--- src/rtl/bilinear_2x_upscaler_unit_macros.svh ---
// assertion macros for the 2x upscaler
`ifndef BILINEAR_2X_UPSCALER_UNIT_MACROS_SVH
`define BILINEAR_2X_UPSCALER_UNIT_MACROS_SVH

`ifndef ASSERT_OFF
`define BU2X_ASSERT(label, clk, rst, prop) \
   label: assert property (@(posedge clk) disable iff (rst) prop) \
      else $error("bu2x assertion failed");
`define BU2X_ASSERT_NEXT(label, clk, rst, ante, cons) \
   label: assert property (@(posedge clk) disable iff (rst) (ante) |=> (cons)) \
      else $error("bu2x assertion failed");
`else
`define BU2X_ASSERT(label, clk, rst, prop)
`define BU2X_ASSERT_NEXT(label, clk, rst, ante, cons)
`endif

`endif

--- src/rtl/bu2x_pkg.sv ---
`default_nettype none

package bu2x_pkg;

   localparam int MAX_WIDTH = 4096;
   localparam int COL_W     = $clog2(MAX_WIDTH);
   localparam int ROW_W     = 16;
   localparam int PIX_W     = 8;
   localparam int FW_W      = 13;
   localparam int FH_W      = 16;

   localparam logic [FW_W-1:0] FW_RESET = FW_W'(640);
   localparam logic [FH_W-1:0] FH_RESET = FH_W'(480);

   localparam int CSR_IDX_W  = 1;
   localparam int CSR_DATA_W = 16;
   localparam logic [CSR_IDX_W-1:0] CSR_FRAME_WIDTH  = 1'b0;
   localparam logic [CSR_IDX_W-1:0] CSR_FRAME_HEIGHT = 1'b1;

   localparam int RSP_PAYLOAD_W = COL_W + ROW_W + 4 * PIX_W;
   localparam int RSP_DATA_W    = ((RSP_PAYLOAD_W + 7) / 8) * 8;
   localparam int RSP_PAD_W     = RSP_DATA_W - RSP_PAYLOAD_W;

   localparam int QDEPTH  = 4;
   localparam int QPTR_W  = $clog2(QDEPTH);
   localparam int QCNT_W  = QPTR_W + 1;

   // block kinds, also bit positions in the block mask
   localparam int NBLK   = 4;
   localparam int BLK_W  = $clog2(NBLK);
   localparam logic [BLK_W-1:0] BLK_INNER  = 2'd0;
   localparam logic [BLK_W-1:0] BLK_RIGHT  = 2'd1;
   localparam logic [BLK_W-1:0] BLK_BOTTOM = 2'd2;
   localparam logic [BLK_W-1:0] BLK_CORNER = 2'd3;

   typedef struct packed {
      logic [COL_W-1:0] col;
      logic [ROW_W-1:0] row;
      logic [PIX_W-1:0] px;
      logic [PIX_W-1:0] above;
      logic [PIX_W-1:0] lcur;
      logic [PIX_W-1:0] lprev;
      logic [NBLK-1:0]  mask;
      logic             frame_end;
   } q_entry_type;

endpackage

`default_nettype wire

--- src/rtl/bu2x_queue.sv ---
`default_nettype none

`include "bilinear_2x_upscaler_unit_macros.svh"

module bu2x_queue
   import bu2x_pkg::*;
(
   input  wire logic         clock,
   input  wire logic         reset,
   input  wire logic         push,
   input  wire q_entry_type  push_entry,
   output logic              full,
   output logic              head_valid,
   output q_entry_type       head_entry,
   input  wire logic         pop
);

   q_entry_type       slot_ff [QDEPTH];
   logic [QPTR_W-1:0] wr_ptr_ff, rd_ptr_ff;
   logic [QCNT_W-1:0] count_ff;
   logic              do_pop;

   assign full       = count_ff == QCNT_W'(QDEPTH);
   assign head_valid = count_ff != '0;
   assign head_entry = slot_ff[rd_ptr_ff];
   assign do_pop     = pop && head_valid;

   always_ff @(posedge clock) begin
      if (reset) begin
         wr_ptr_ff <= '0;
         rd_ptr_ff <= '0;
         count_ff  <= '0;
      end else begin
         if (push) begin
            wr_ptr_ff <= QPTR_W'((32'(wr_ptr_ff) + 1) % QDEPTH);
         end
         if (do_pop) begin
            rd_ptr_ff <= QPTR_W'((32'(rd_ptr_ff) + 1) % QDEPTH);
         end
         if (push && !do_pop) begin
            count_ff <= count_ff + 1'b1;
         end else if (do_pop && !push) begin
            count_ff <= count_ff - 1'b1;
         end
      end
   end

   always_ff @(posedge clock) begin
      if (push) begin
         slot_ff[wr_ptr_ff] <= push_entry;
      end
   end

   `BU2X_ASSERT(a_q_bound, clock, reset, count_ff <= QCNT_W'(QDEPTH))
   `BU2X_ASSERT_NEXT(a_q_grow, clock, reset, (push && !do_pop), (count_ff == $past(count_ff) + 1'b1))

endmodule

`default_nettype wire

--- config.mk ---
export PLATFORM = sky130hd
export DESIGN_NAME = bu2x_queue
export DESIGN_NICKNAME = d
export VERILOG_FILES = /design/src/rtl/bu2x_pkg.sv /design/src/rtl/bu2x_queue.sv
export VERILOG_INCLUDE_DIRS = /design/src /design/src/rtl
export SDC_FILE = /design/constraint.sdc
export NUM_CORES = 1
export LEC_CHECK = 0
export ABC_AREA = 1
export BUFFER_PORTS_ARGS = -buffer_cell sky130_fd_sc_hd__buf_4
export CAP_MARGIN = 20
export CORE_MARGIN = 2
export CORE_UTILIZATION = 44
export CTS_CLUSTER_SIZE = 28
export DETAILED_ROUTE_END_ITERATION = 8
export PLACE_DENSITY = 0.63
export SLEW_MARGIN = 10
export SYNTH_ARGS = -nofsm -noshare
export SYNTH_HDL_FRONTEND = slang
export SYNTH_SLANG_ARGS = --single-unit
--- constraint.sdc ---
create_clock -name clock -period 2.7 [get_ports clock]
set_clock_uncertainty 0.05 [all_clocks]
set_input_delay 0.54 -clock clock [delete_from_list [all_inputs] [get_ports clock]]
set_output_delay 0.54 -clock clock [all_outputs]
set_load 0.05 [all_outputs]
# ---- Yosys cells after proc, flatten, opt, wreduce, memory -nomap -nowiden
# Memory sizes are Yosys's and may differ from the RTL's. A register that Yosys moved wholly into a read port is not among the register bits.
# Index checks and enable logic that the tools add are counted.
dict set report word_totals {
  reg_bits 7
  latchBits 0
  ramBits 260
  romBits 0
  input_bits 69
  out_inout_bits 67
  wordCells 22
  n_memories 1
}
# name words word_bits read_ports rd_clocked_by_memory_dff wr line_no
set memory_table {}
lappend memory_table {slot_ff 4 65 1 1 1 bu2x_queue.sv:18} ;# q_entry_type slot_ff [QDEPTH];
dict set report classes {
  addsub 4
  mul 0
  div 0
  order_cmp 0
  eq_ne 1
  shift 0
  muxes 6
  bitwise 0
  reduce_logical 7
}
# cell n
set op_table {}
lappend op_table {{$mux W3} 2}
lappend op_table {{$add A2 B1 Y2 const B} 2}
lappend op_table {{$mux W2} 2}
lappend op_table {{$add A3 B1 Y3 const B} 1}
lappend op_table {{$eq A3 B3 Y1 const B} 1}
lappend op_table {{$logic_and A1 B1 Y1} 3}
lappend op_table {{$reduce_bool A3 Y1} 1}
lappend op_table {{$sub A3 B1 Y3 const B} 1}
lappend op_table {{$logic_not A1 Y1} 2}
lappend op_table {{$mux W1} 2}
lappend op_table {{$reduce_bool A2 Y1} 1}

# ---- Longest topological paths before layout
dict set report logic_depth {
  ltp_word 5
  ltp_mapped 12
  ltp_nobuf 12
}

# ---- Worst setup path after synthesis
# No wires, ideal clock.
dict set report synth_timing {
  path_kind {register to register}
  start {register wr_ptr_ff[0]}
  end {memory slot_ff[2][0] (netlist bit) (enable)}
  setup_ps 419
  arrival_ps 1852
  required_time_ps 2231
  setup_slack_ps 379
  path_stages_with_launch 5
  n_path_buf 0
  synth_period_minus_slack_ps 2321
  cell_sequence {dfxtp_1 -> inv_1 -> ha_1 -> nand2_1 -> inv_1}
}
# item line_no
set synth_lines {}
lappend synth_lines {{start: declaration} bu2x_queue.sv:19} ;# logic [QPTR_W-1:0] wr_ptr_ff, rd_ptr_ff;
lappend synth_lines {{start signal: assignment} bu2x_queue.sv:35} ;# wr_ptr_ff <= QPTR_W'((32'(wr_ptr_ff) + 1) % QDEPTH);
lappend synth_lines {{end: declaration} bu2x_queue.sv:18}
# No word-level cell before the write port.

==> results.txt <==
Post-route antenna net violation count - 0
Maximum root-to-sink buffer count - 3
Initial core utilization - 44.6%
CTS resizes - 0
Status - finished clean
Worst Tran Pin Value - 0.640 ns
Slew Limit Fails - 0
Die area - 24,900 sq um
Post-Place Cells - 1,120
Setup TNS Final - 0 ns
Clock slew at reported path FFs - 0.06 ns
Critical-path top delay cell - dfxtp_4
CP Cell Sequence - inv_8 > buf_4 > nor2_1 > o22ai_1 > buf_4
Vias - 6,137
TritonRoute pass-1 iters - 4
Setup crit end kind - output port
Area Overhead vs Synth - 23.0%
WL met1 - 9.67 mm
CTS tree - done
Period minus WS final - 2.58 ns
Post-synthesis mux area share - 0%
Clock Latency Late Sink - 0.53 ns
Worst EP required - 2.11 ns
Pin count of the biggest net entering global routing - 131
Finish-stage setup viols - 0
Yosys cell types - 24
H-tree Lvls - 1
Largest family of logic cells by synthesized area - compound AO/OA/AOI/OAI gates
DR top layer - met5
DR WL met2 - 11.0 mm
Register area - 7990 sq um
Post-DP HPWL - 11.6 mm
Register bit total from synthesis - 269
Post-CTS setup buffer count - 0
Worst-path fanout max - 31
Leakage power - 4.49 nW
Vias per cell - 5.23
Filler cells - 1,941
Power density cells - 1030 nW/um^2
Sequential fraction of the synthesis area - 76.7%
Async set-or-reset flop fraction in the synthesized netlist - 0%
CP Launch Type - flip-flop
CP peak stage delay - 0.39 ns
ANT cells - 0
Metal3 WL - 1.21 mm
CP most frequent cell - buf_4
Die H - 158 um
Hold Buf Count CTS - 0
Adder-Cell Fraction of Synth Area - 0.793%
Max_slew headroom - 57.3%
Wire per inst - 18.9 um
Synth Area per Inst - 15.1 sq um
# clock sinks - 269
# rows - 56
Hold Path Class - input pin to flip-flop
Post-synth EDFFs - 260
DRC - 0
Arrival time worst endpoint - 1.99 ns
Unrepaired setup endpoints after global routing - false
Die X - 158 um
Largest cells by area after synthesis - edfxtp_1, o21ai_0, nor2_1, o22ai_1, o22ai_2
Syn Nets - 767
Initial antenna violation count - 1
Routability cong. - 0.703
Tot GR Track Use - 16.8%
Total gr overflow - 0
Maximum vdd drop - 1.01 mV
Leading area contributor after synthesis - edfxtp_1
Compound-Gate Fraction of Synth Area - 11.9%
WP buf/inv - 3
Max Cap Viol - 0
Clock buffers created by TritonCTS - 28
Multi-input gate area - 2070 sq um
Global-route wire length before repair - 32.2 mm
Cell area after synthesis - 10,400 sq um
Post-route non-filler standard cell count - 1,173
Fin. Hold Viols - 0
Final period util - 95.7%
Root Buffer - clkbuf_16
Vias in the first global route - 5,998
Ys Warns - 0
DR iter-0 viols - 384
Cells after synthesis - 692
Final WL - 22.2 mm
I/O pin total - 136
Layout cell share with drive strength beyond 1 - 29.6%
I/O Buffers - 135
Synth Flop Type - edfxtp_1
Final net count - 907
Simple-gate share of the synthesized area - 7.08%
Yosys top cell area share - 75.0%
Post-synthesis xor/xnor area fraction - 0.0841%
CP Class - flip-flop to output port
Fmax - 387 MHz
Critical path's top delay family - buffers and inverters
Placeable Area - 23,300 sq um
per-stage QoR:
stage               area [sq um]  total power, mW  hold slack, ns  utilization (%)  setup slack, ns
global route               12800             13.7           0.130             54.9          0.00702
finish                     12800             13.2           0.152             54.9            0.117
floorplan                  10400             7.93           0.409                -            0.379
global placement           11800             9.05           0.435             50.4            0.619
CTS                        12800             13.2           0.129             54.7           0.0142
detailed placement         11800             9.08           0.447             50.4            0.603
cell families after synthesis:
| group | after synthesis |
|---|---|
| buf+inv | 58 |
| xor+xnor | 1 |
| compound gates | 203 |
| flops | 269 |
| fa+ha+maj | 6 |
| simple gates | 155 |
power by group:
group | leakage (nW) | internal [mW] | switching [mW]
Sequential | 2.46 | 4.80 | 0.0814
Clock | 0.491 | 2.57 | 1.57
Combinational | 1.54 | 1.18 | 2.98
synthesized netlist by cell type (9+ instances only):
cell type / instances
inv_1: 13
o21ai_0: 93
nand2_1: 15
edfxtp_1: 260
o22ai_1: 45
buf_6: 9
buf_2: 12
clkbuf_1: 17
o21ai_1: 35
o22ai_2: 20
dfxtp_1: 9
nor2_1: 116
nor2_4: 20
cell usage in the layout (no fill, tap or decap), drive strengths merged:
| cell | synthesis | layout |
|---|---|---|
| ha | 5 | 5 |
| fa | 1 | 1 |
| buf | 25 | 151 |
| nor3 | 1 | 1 |
| nand3 | 3 | 3 |
| nand2 | 15 | 15 |
| xor2 | 1 | 1 |
| nor2 | 136 | 136 |
| o21ai | 133 | 133 |
| clkinv | 0 | 12 |
| dfxtp | 9 | 9 |
| bufinv | 0 | 7 |
| clkbuf | 17 | 30 |
| edfxtp | 260 | 260 |
| o22ai | 65 | 65 |
| a21oi | 5 | 5 |
| inv | 16 | 17 |
| clkinvlp | 0 | 3 |
per-layer routing:
layer / GRT usage [%] / up-vias
li1: - / 2877
met1: 21.5 / 3098
met2: 29.0 / 127
met3: 3.94 / 33
met4: 4.11 / 2
met5: 0 / -
flip-flops by register name, indices dropped and copies added, names as in the netlist, named ones only:
name       cells
count_ff       3
wr_ptr_ff      2
rd_ptr_ff      2
slot_ff      260
layout make-up:
cell class | count | share of cell area (%)
flip-flops and latches | 269 | 62.4
multi-input cells | 365 | 16.2
repair buffers | 152 | 9.91
clock buffers | 29 | 5.50
well taps | 319 | 3.12
clock inverters | 23 | 2.40
inverters | 16 | 0.527
path summary, 6_finish.rpt:
kind                                startpoint              to  slack, ns  cells after the start
worst max-delay path                 flip-flop  head_entry[32]       0.12                      5
worst min-delay path            push_entry[42]  slot_ff[0][42]       0.15                      1
worst max register to register     count_ff[1]     count_ff[2]       0.91                     12
worst min register to register    rd_ptr_ff[0]    rd_ptr_ff[0]       0.47                      2
Note: power is estimated with default switching activity, not from simulation.
