**config.mk**
```make
export PLATFORM = sky130hd
export DESIGN_NAME = bu2x_back
export DESIGN_NICKNAME = d
export VERILOG_FILES = /design/src/rtl/bu2x_pkg.sv /design/src/rtl/bu2x_back.sv
export VERILOG_INCLUDE_DIRS = /design/src /design/src/rtl
export SDC_FILE = /design/constraint.sdc
export NUM_CORES = 1
export LEC_CHECK = 0
export ABC_AREA = 0
export ABC_CLOCK_PERIOD_IN_PS = 3800
export BUFFER_PORTS_ARGS = -buffer_cell sky130_fd_sc_hd__buf_2
export CAP_MARGIN = 20
export CORE_AREA = 4 4 119 121
export CTS_CLUSTER_DIAMETER = 200
export DETAILED_ROUTE_END_ITERATION = 16
export DIE_AREA = 0 0 123 125
export GPL_TIMING_DRIVEN = 1
export PLACE_DENSITY = 0.75
export SYNTH_ARGS = -nofsm -noshare
export SYNTH_HDL_FRONTEND = slang
export SYNTH_SLANG_ARGS = --single-unit
```
**constraint.sdc**
```tcl
create_clock -name clock -period 3.8 [get_ports clock]
set_input_delay 0 -clock clock [delete_from_list [all_inputs] [get_ports clock]]
set_output_delay 0 -clock clock [all_outputs]
set_load 0.01 [all_outputs]
```
**src/rtl/bilinear_2x_upscaler_unit_macros.svh**
```systemverilog
// assertion macros for the 2x upscaler
`ifndef BILINEAR_2X_UPSCALER_UNIT_MACROS_SVH
`define BILINEAR_2X_UPSCALER_UNIT_MACROS_SVH

`ifndef ASSERT_OFF
`define BU2X_ASSERT(label, clk, rst, prop) \
   label: assert property (@(posedge clk) disable iff (rst) prop) \
      else $error("bu2x assertion failed");
`define BU2X_ASSERT_NEXT(label, clk, rst, ante, cons) \
   label: assert property (@(posedge clk) disable iff (rst) (ante) |=> (cons)) \
      else $error("bu2x assertion failed");
`else
`define BU2X_ASSERT(label, clk, rst, prop)
`define BU2X_ASSERT_NEXT(label, clk, rst, ante, cons)
`endif

`endif

```
**src/rtl/bu2x_pkg.sv**
```systemverilog
`default_nettype none

package bu2x_pkg;

   localparam int MAX_WIDTH = 4096;
   localparam int COL_W     = $clog2(MAX_WIDTH);
   localparam int ROW_W     = 16;
   localparam int PIX_W     = 8;
   localparam int FW_W      = 13;
   localparam int FH_W      = 16;

   localparam logic [FW_W-1:0] FW_RESET = FW_W'(640);
   localparam logic [FH_W-1:0] FH_RESET = FH_W'(480);

   localparam int CSR_IDX_W  = 1;
   localparam int CSR_DATA_W = 16;
   localparam logic [CSR_IDX_W-1:0] CSR_FRAME_WIDTH  = 1'b0;
   localparam logic [CSR_IDX_W-1:0] CSR_FRAME_HEIGHT = 1'b1;

   localparam int RSP_PAYLOAD_W = COL_W + ROW_W + 4 * PIX_W;
   localparam int RSP_DATA_W    = ((RSP_PAYLOAD_W + 7) / 8) * 8;
   localparam int RSP_PAD_W     = RSP_DATA_W - RSP_PAYLOAD_W;

   localparam int QDEPTH  = 4;
   localparam int QPTR_W  = $clog2(QDEPTH);
   localparam int QCNT_W  = QPTR_W + 1;

   // block kinds, also bit positions in the block mask
   localparam int NBLK   = 4;
   localparam int BLK_W  = $clog2(NBLK);
   localparam logic [BLK_W-1:0] BLK_INNER  = 2'd0;
   localparam logic [BLK_W-1:0] BLK_RIGHT  = 2'd1;
   localparam logic [BLK_W-1:0] BLK_BOTTOM = 2'd2;
   localparam logic [BLK_W-1:0] BLK_CORNER = 2'd3;

   typedef struct packed {
      logic [COL_W-1:0] col;
      logic [ROW_W-1:0] row;
      logic [PIX_W-1:0] px;
      logic [PIX_W-1:0] above;
      logic [PIX_W-1:0] lcur;
      logic [PIX_W-1:0] lprev;
      logic [NBLK-1:0]  mask;
      logic             frame_end;
   } q_entry_type;

endpackage

`default_nettype wire

```
**src/rtl/bu2x_back.sv**
```systemverilog
`default_nettype none

`include "bilinear_2x_upscaler_unit_macros.svh"

module bu2x_back
   import bu2x_pkg::*;
(
   input  wire logic                   clock,
   input  wire logic                   reset,
   input  wire logic                   head_valid,
   input  wire q_entry_type            head_entry,
   output logic                        pop,
   output logic                        rsp_tvalid,
   input  wire logic                   rsp_tready,
   output logic [RSP_DATA_W-1:0]       rsp_tdata,
   output logic                        rsp_tlast,
   output logic                        rsp_tuser
);

   logic              bk_valid_ff;
   q_entry_type       bk_entry_ff;
   logic [NBLK-1:0]   bk_mask_ff;
   logic [BLK_W-1:0]  sel;
   logic [NBLK-1:0]   rem;
   logic              out_free, emit, done;

   logic [COL_W-1:0]  b_col;
   logic [ROW_W-1:0]  b_row;
   logic [PIX_W-1:0]  pa, pb, pc, pd;
   logic [PIX_W:0]    sum_ab, sum_ac;
   logic [PIX_W+1:0]  sum_all;

   logic              rsp_valid_ff;
   logic [RSP_DATA_W-1:0] rsp_data_ff;
   logic              rsp_last_ff, rsp_user_ff;

   always_comb begin
      if (bk_mask_ff[BLK_INNER]) begin
         sel = BLK_INNER;
      end else if (bk_mask_ff[BLK_RIGHT]) begin
         sel = BLK_RIGHT;
      end else if (bk_mask_ff[BLK_BOTTOM]) begin
         sel = BLK_BOTTOM;
      end else begin
         sel = BLK_CORNER;
      end
      rem      = bk_mask_ff;
      rem[sel] = 1'b0;
   end

   assign out_free = !rsp_valid_ff || rsp_tready;
   assign emit     = bk_valid_ff && out_free;
   assign done     = rem == '0;
   assign pop      = head_valid && (!bk_valid_ff || (emit && done));

   always_comb begin
      unique case (sel)
         BLK_INNER: begin
            b_col = bk_entry_ff.col - 1'b1;
            b_row = bk_entry_ff.row - 1'b1;
            pa    = bk_entry_ff.lprev;
            pb    = bk_entry_ff.above;
            pc    = bk_entry_ff.lcur;
            pd    = bk_entry_ff.px;
         end
         BLK_RIGHT: begin
            b_col = bk_entry_ff.col;
            b_row = bk_entry_ff.row - 1'b1;
            pa    = bk_entry_ff.above;
            pb    = bk_entry_ff.above;
            pc    = bk_entry_ff.px;
            pd    = bk_entry_ff.px;
         end
         BLK_BOTTOM: begin
            b_col = bk_entry_ff.col - 1'b1;
            b_row = bk_entry_ff.row;
            pa    = bk_entry_ff.lcur;
            pb    = bk_entry_ff.px;
            pc    = bk_entry_ff.lcur;
            pd    = bk_entry_ff.px;
         end
         default: begin
            b_col = bk_entry_ff.col;
            b_row = bk_entry_ff.row;
            pa    = bk_entry_ff.px;
            pb    = bk_entry_ff.px;
            pc    = bk_entry_ff.px;
            pd    = bk_entry_ff.px;
         end
      endcase
      sum_ab  = {1'b0, pa} + {1'b0, pb};
      sum_ac  = {1'b0, pa} + {1'b0, pc};
      sum_all = {2'b00, pa} + {2'b00, pb} + {2'b00, pc} + {2'b00, pd};
   end

   always_ff @(posedge clock) begin
      if (reset) begin
         bk_valid_ff <= 1'b0;
      end else if (pop) begin
         bk_valid_ff <= 1'b1;
      end else if (emit && done) begin
         bk_valid_ff <= 1'b0;
      end
   end

   always_ff @(posedge clock) begin
      if (pop) begin
         bk_entry_ff <= head_entry;
         bk_mask_ff  <= head_entry.mask;
      end else if (emit) begin
         bk_mask_ff  <= rem;
      end
   end

   always_ff @(posedge clock) begin
      if (reset) begin
         rsp_valid_ff <= 1'b0;
      end else if (emit) begin
         rsp_valid_ff <= 1'b1;
      end else if (rsp_tready) begin
         rsp_valid_ff <= 1'b0;
      end
   end

   always_ff @(posedge clock) begin
      if (emit) begin
         rsp_data_ff <= {{RSP_PAD_W{1'b0}}, sum_all[PIX_W+1:2], sum_ac[PIX_W:1],
                         sum_ab[PIX_W:1], pa, b_row, b_col};
         rsp_last_ff <= done;
         rsp_user_ff <= done && bk_entry_ff.frame_end;
      end
   end

   assign rsp_tvalid = rsp_valid_ff;
   assign rsp_tdata  = rsp_data_ff;
   assign rsp_tlast  = rsp_last_ff;
   assign rsp_tuser  = rsp_user_ff;

   `BU2X_ASSERT(a_back_live, clock, reset, bk_valid_ff |-> (bk_mask_ff != '0))
   `BU2X_ASSERT(a_back_fe_last, clock, reset, (rsp_valid_ff && rsp_user_ff) |-> rsp_last_ff)

endmodule

`default_nettype wire

```
# Word-level counts from Yosys, hierarchy flattened
# Index checks and enable logic that the tools add are counted.
# W data, S select, Z words.
# word_totals
regBits,129
latch_bits,0
ram_bits,0
rom_bits,0
wordCells,58
memories,0
# op_classes
addsub,7
multipliers,0
div_mod_pow,0
order_cmp,2
eq_ne,2
n_shift,0
n_mux,16
bitwise_logic,2
n_reduce_logical,16
# ops
op,count
$add A8 B8 Y9,3
$pmux W8 S3,1
$mux W16,1
$mux W8,2
$sub A16 B1 Y16 const B,1
$mux W12,1
$sub A12 B1 Y12 const B,1
$add A10 B8 Y10,1
$add A9 B8 Y10,1
$mux W4,2
$mux W1,6
$reduce_bool A2 Y1,3
$logic_and A1 B1 Y1,5
$and A4 B4 Y4,1
$logic_not A4 Y1,1
$mux W2,2
$not A4 Y4,1
$reduce_or A2 Y1,2
$lt A2 B3 Y1 const B,1
$demux W1 S2,1
$eq A2 B1 Y1 const B,1
$eq A2 B2 Y1 const B,1
$ge A2 B1 Y1 const B,1
$logic_not A1 Y1,2
other kinds (2),3

# Logic depth before layout (Yosys ltp)
# logic_depth
ltp_word,14
depth_mapped,19
mapped_depth_nobuf,17

# Worst setup path after synthesis
# Ideal clock, no wire load.
# synth_timing
path_type,flip-flop to flip-flop
from,register bk_mask_ff[1]
to,"register rsp_data_ff[57], in the netlist rsp_tdata[57] (data pin)"
setup_ps,258
arrival_time_ps,3774
required_ps,3542
setup_slack_ps,-231
stages_incl_launch_ff,17
synth_period_minus_slack_ps,4031
cell_sequence,edfxtp_1 -> clkbuf_1 -> clkbuf_1 -> a211oi_1 -> o31ai_1 -> inv_1 -> fa_1 -> inv_1 -> fa_1 -> inv_1 -> fa_1 -> nor2b_1 -> o21ai_0 -> a21boi_0 -> o21a_1 -> nor2_1 -> xnor2_1
# synth_between
word_cells_on_any_way,13
cone_classes,3 x add/sub; 2 x eq/ne; 5 x mux; 3 x reduce/logical
# synth_rtl
item,line_no,source
from (decl),bu2x_back.sv:22,logic [NBLK-1:0] bk_mask_ff;
from (signal assigned),bu2x_back.sv:109,bk_mask_ff <= head_entry.mask;
from (signal assigned),bu2x_back.sv:111,bk_mask_ff <= rem;
$mux W2 *,bu2x_back.sv:40,end else if (bk_mask_ff[BLK_RIGHT]) begin
$mux W2 *,bu2x_back.sv:38,if (bk_mask_ff[BLK_INNER]) begin
"$eq A2 B2 Y1, or another cell as far along",bu2x_back.sv:57,unique case (sel)
$pmux W8 S3 *,bu2x_back.sv:57,
via pa[2],bu2x_back.sv:29,"logic [PIX_W-1:0] pa, pb, pc, pd;"
$add A8 B8 Y9 *,bu2x_back.sv:93,"sum_all = {2'b00, pa} + {2'b00, pb} + {2'b00, pc} + {2'b00, pd};"
$add A9 B8 Y10 *,bu2x_back.sv:93,
$add A10 B8 Y10 *,bu2x_back.sv:93,
via sum_all[7],bu2x_back.sv:31,logic [PIX_W+1:0] sum_all;
to (signal assigned),bu2x_back.sv:127,"rsp_data_ff <= {{RSP_PAD_W{1'b0}}, sum_all[PIX_W+1:2], sum_ac[PIX_W:1],"
to (decl),bu2x_back.sv:34,logic [RSP_DATA_W-1:0] rsp_data_ff;
# Mark *: on every way through the listed nets, which the timed path passes. The rest lies on a longest branch.
# A chain may end at the register's enable or synchronous reset.

# Worst setup path in the final report
# layout_timing
from,register bk_mask_ff[1]
to,"register rsp_data_ff[59], in the netlist rsp_tdata[59] (data pin)"
# layout_between
elab_chain_len,8
word_cells_on_any_way,13
cone_classes,3 x add/sub; 2 x eq/ne; 5 x mux; 3 x reduce/logical
# layout_lines
item,line_no
$mux W2 *,bu2x_back.sv:40
$mux W2 *,bu2x_back.sv:38
$eq A2 B1 Y1 / $logic_not A2 Y1 (equally long branches),bu2x_back.sv:57
$reduce_or A2 Y1 (no line),-
$mux W8,bu2x_back.sv:57
$add A8 B8 Y9,bu2x_back.sv:93
$add A9 B8 Y10 *,bu2x_back.sv:93
$add A10 B8 Y10 *,bu2x_back.sv:93
via sum_all[9],bu2x_back.sv:31
# Marked as above.

==> metrics.md <==
| Metric | Value |
|---|---|
| Max Fclk | `273 MHz` |
| Synth warn | `0` |
| Final hold violations | `0` |
| CTS Sinks | `129` |
| Starting Density | `48.3%` |
| Post-layout power | `5.19 mW` |
| Register area share after synthesis | `61.0%` |
| Antenna violations before repair | `0` |
| Die Area | `15,400 µm²` |
| Register Area | `3850 µm²` |
| Ant diodes | `0` |
| Worst Setup Slack, final | `0.134 ns` |
| CP Launch Type | `register` |
| Setup Skew | `0.00618 ns` |
| Post-Synthesis Cells | `481` |
| Share of layout cells above drive strength 1 | `30.0%` |
| Via Count | `4,379` |
| Count leader, synth | `edfxtp_1` |
| Crit end category | `register` |
| Chip width | `123 µm` |
| All-Layer GR Usage | `18.5%` |
| CTS tree | `yes` |
| Largest net degree at the start of global routing | `38` |
| Pwr/cell area | `600 nW/µm²` |
| Synth top area cells | `edfxtp_1 60%, fa_1 5.4%, ha_1 4.6%, xor2_1 3.2%, inv_1 3.2%` |
| Worst skew pair latency | `0.42 ns` |
| Maximum fanout along the worst path | `7` |
| Util after Layout | `66.1%` |
| Most frequent cells after synthesis | `127 x edfxtp_1, 53 x inv_1, 36 x nand2_1` |
| Via/cell ratio | `4.80` |
| Slew @ Worst Pin | `0.764 ns` |
| Critical path type | `register to register` |
| Row cnt | `42` |
| Clk buf depth | `2` |
| Hold crit path type | `primary input to register` |
| Vias in the first global route | `4,536` |
| Residual DRC | `0` |
| Required time of the worst setup path | `3.97 ns` |
| Slew Limit Headroom | `49.1%` |
| IO buf count | `132` |
| CP Data Arrival Time | `3.84 ns` |
| Synth top area share | `60.4%` |
| Final TNS setup | `0 ns` |
| Fin crit share | `96.5%` |
| Total gr overflow | `0` |
| Die Height | `125 µm` |
| Yosys cell types | `52` |
| Pre-CTS setup slack | `-0.0509 ns` |
| Clk pin slew, worst setup/hold paths | `0.05 ns` |
| FFs w/ async S/R, synth | `0%` |
| Pleak | `3.68 nW` |
| Peak supply drop | `400 µV` |
| Fin crit period | `3.67 ns` |
| Post-synth EDFFs | `127` |
| MaxCap Viol Count | `0` |
| Fin. max-slew vios | `0` |
| TritonCTS Buffers | `17` |
| Drt wl/cell | `15.2 µm` |
| First-pass GRT wire length | `21.9 mm` |
| Ys flop type | `edfxtp_1` |
| Synthesized flop and latch total | `129` |
| Fillers | `950` |
| P&R area growth vs syn | `37.0%` |
| Status | `finished clean` |
| Antenna viol nets, final | `0` |
| Core Area | `13,100 µm²` |
| Area of the multi-input gates | `2240 µm²` |
| First-pass DRT Iterations | `4` |
| Routed wire length | `13.9 mm` |
| Post-synthesis instance area | `6310 µm²` |
| Initial DRC count | `300` |
| Root buf cell | `clkbuf_16` |
| Synth area leader | `edfxtp_1` |
| Fin nets | `833` |
| Setup violators final | `0` |
| DP HPWL | `9.87 mm` |
| Mean Syn Cell Area | `13.1 µm²` |
| Gp weighted congestion | `0.878` |
| I/O pin count | `137` |
| Htree depth | `4` |
## layout by cell type (no fill, tap or decap), types with 18 or more instances in the layout
cell type        n
nor2_1          27
dlygate4sd3_1   68
edfxtp_1       127
buf_2          132
xor2_1          23
inv_1           52
xnor2_1         18
ha_1            23
buf_4           33
nand2_1         35
## layer usage
layer,vias to the layer above,GRT usage (%),part of all wire [%]
li1,2184,-,-
met1,2042,22.1,41
met3,20,4.88,6.0
met2,133,32.0,51
met5,-,0,0
met4,0,6.91,1.6
## cell type report
cell class                      instances  area share (%)
Multi-Input combinational cell        288            25.9
Clock inverter                         13           0.839
Tap cell                              176            2.55
Clock buffer                           19            5.01
Timing Repair Buffer                  235            18.8
Sequential cell                       129            44.6
Inverter                               53            2.30
## kinds of logic (layout without fill, tap and decap cells)
kind of cell	Yosys count	after routing	share of synthesized area, %
simple gates	123	123	9.83
fa+ha+maj	42	42	10.3
mux	12	12	2.04
other cells	1	4	0.0594
buf+inv	67	320	4.34
xor+xnor	41	41	5.69
compound gates	66	66	6.74
flops	129	129	61.0
## registers in the layout, summed over array words and instances (netlist names)
register and flops:
rsp_tvalid 1, rsp_tdata 60, rsp_tuser 1, bk_valid_ff 1, rsp_tlast 1, bk_mask_ff 4
bk_entry_ff 53, pd 8
## through the flow
step                hold slack [ns]  cells  instance area, µm²
finish                        0.120    913                8650
CTS                          0.0832    902                8520
global route                  0.164    913                8650
detailed placement            0.177    802                7330
floorplan                    0.0691    484                6340
global placement              0.170    802                7330
## what timing repair did
| action | CTS | global route |
|---|---|---|
| hold endpoints to repair | 67 | 0 |
| pin swaps | 0 | 3 |
| buffers inserted | 0 | 11 |
| setup endpoints to repair | 2 | 4 |
| hold buffers | 68 | 0 |
| resized for setup | 1 | 13 |
## worst max-delay path, cell delays in order (launching register included)
cell and delay [ns]:
edfxtp_1 0.48, nor2_1 0.13, buf_4 0.16, buf_12 0.11, mux2_2 0.35, inv_1 0.09, fa_1 0.44, fa_1 0.51
inv_1 0.04, ha_1 0.33, o21ai_1 0.12, a21boi_1 0.10, o21a_1 0.20, nor2_2 0.12, o21bai_1 0.07, a21o_1 0.17
## power breakdown
part	switching (mW)	internal (mW)
registers	0.0778	1.89
logic	0.972	0.867
clock network	0.569	0.815
## path summary, 6_finish.rpt
| path | startpoint | to | slack, ns | cells after the start |
|---|---|---|---|---|
| setup / recovery | bk_mask_ff[1] | rsp_tdata[59] | 0.13 | 15 |
| hold / removal | rsp_tready | bk_valid_ff | 0.12 | 5 |
| setup reg to reg | bk_mask_ff[1] | rsp_tdata[59] | 0.13 | 15 |
| hold reg to reg | bk_entry_ff[0] | rsp_tuser | 0.52 | 1 |
No activity file was read; power rests on OpenSTA's default activity.
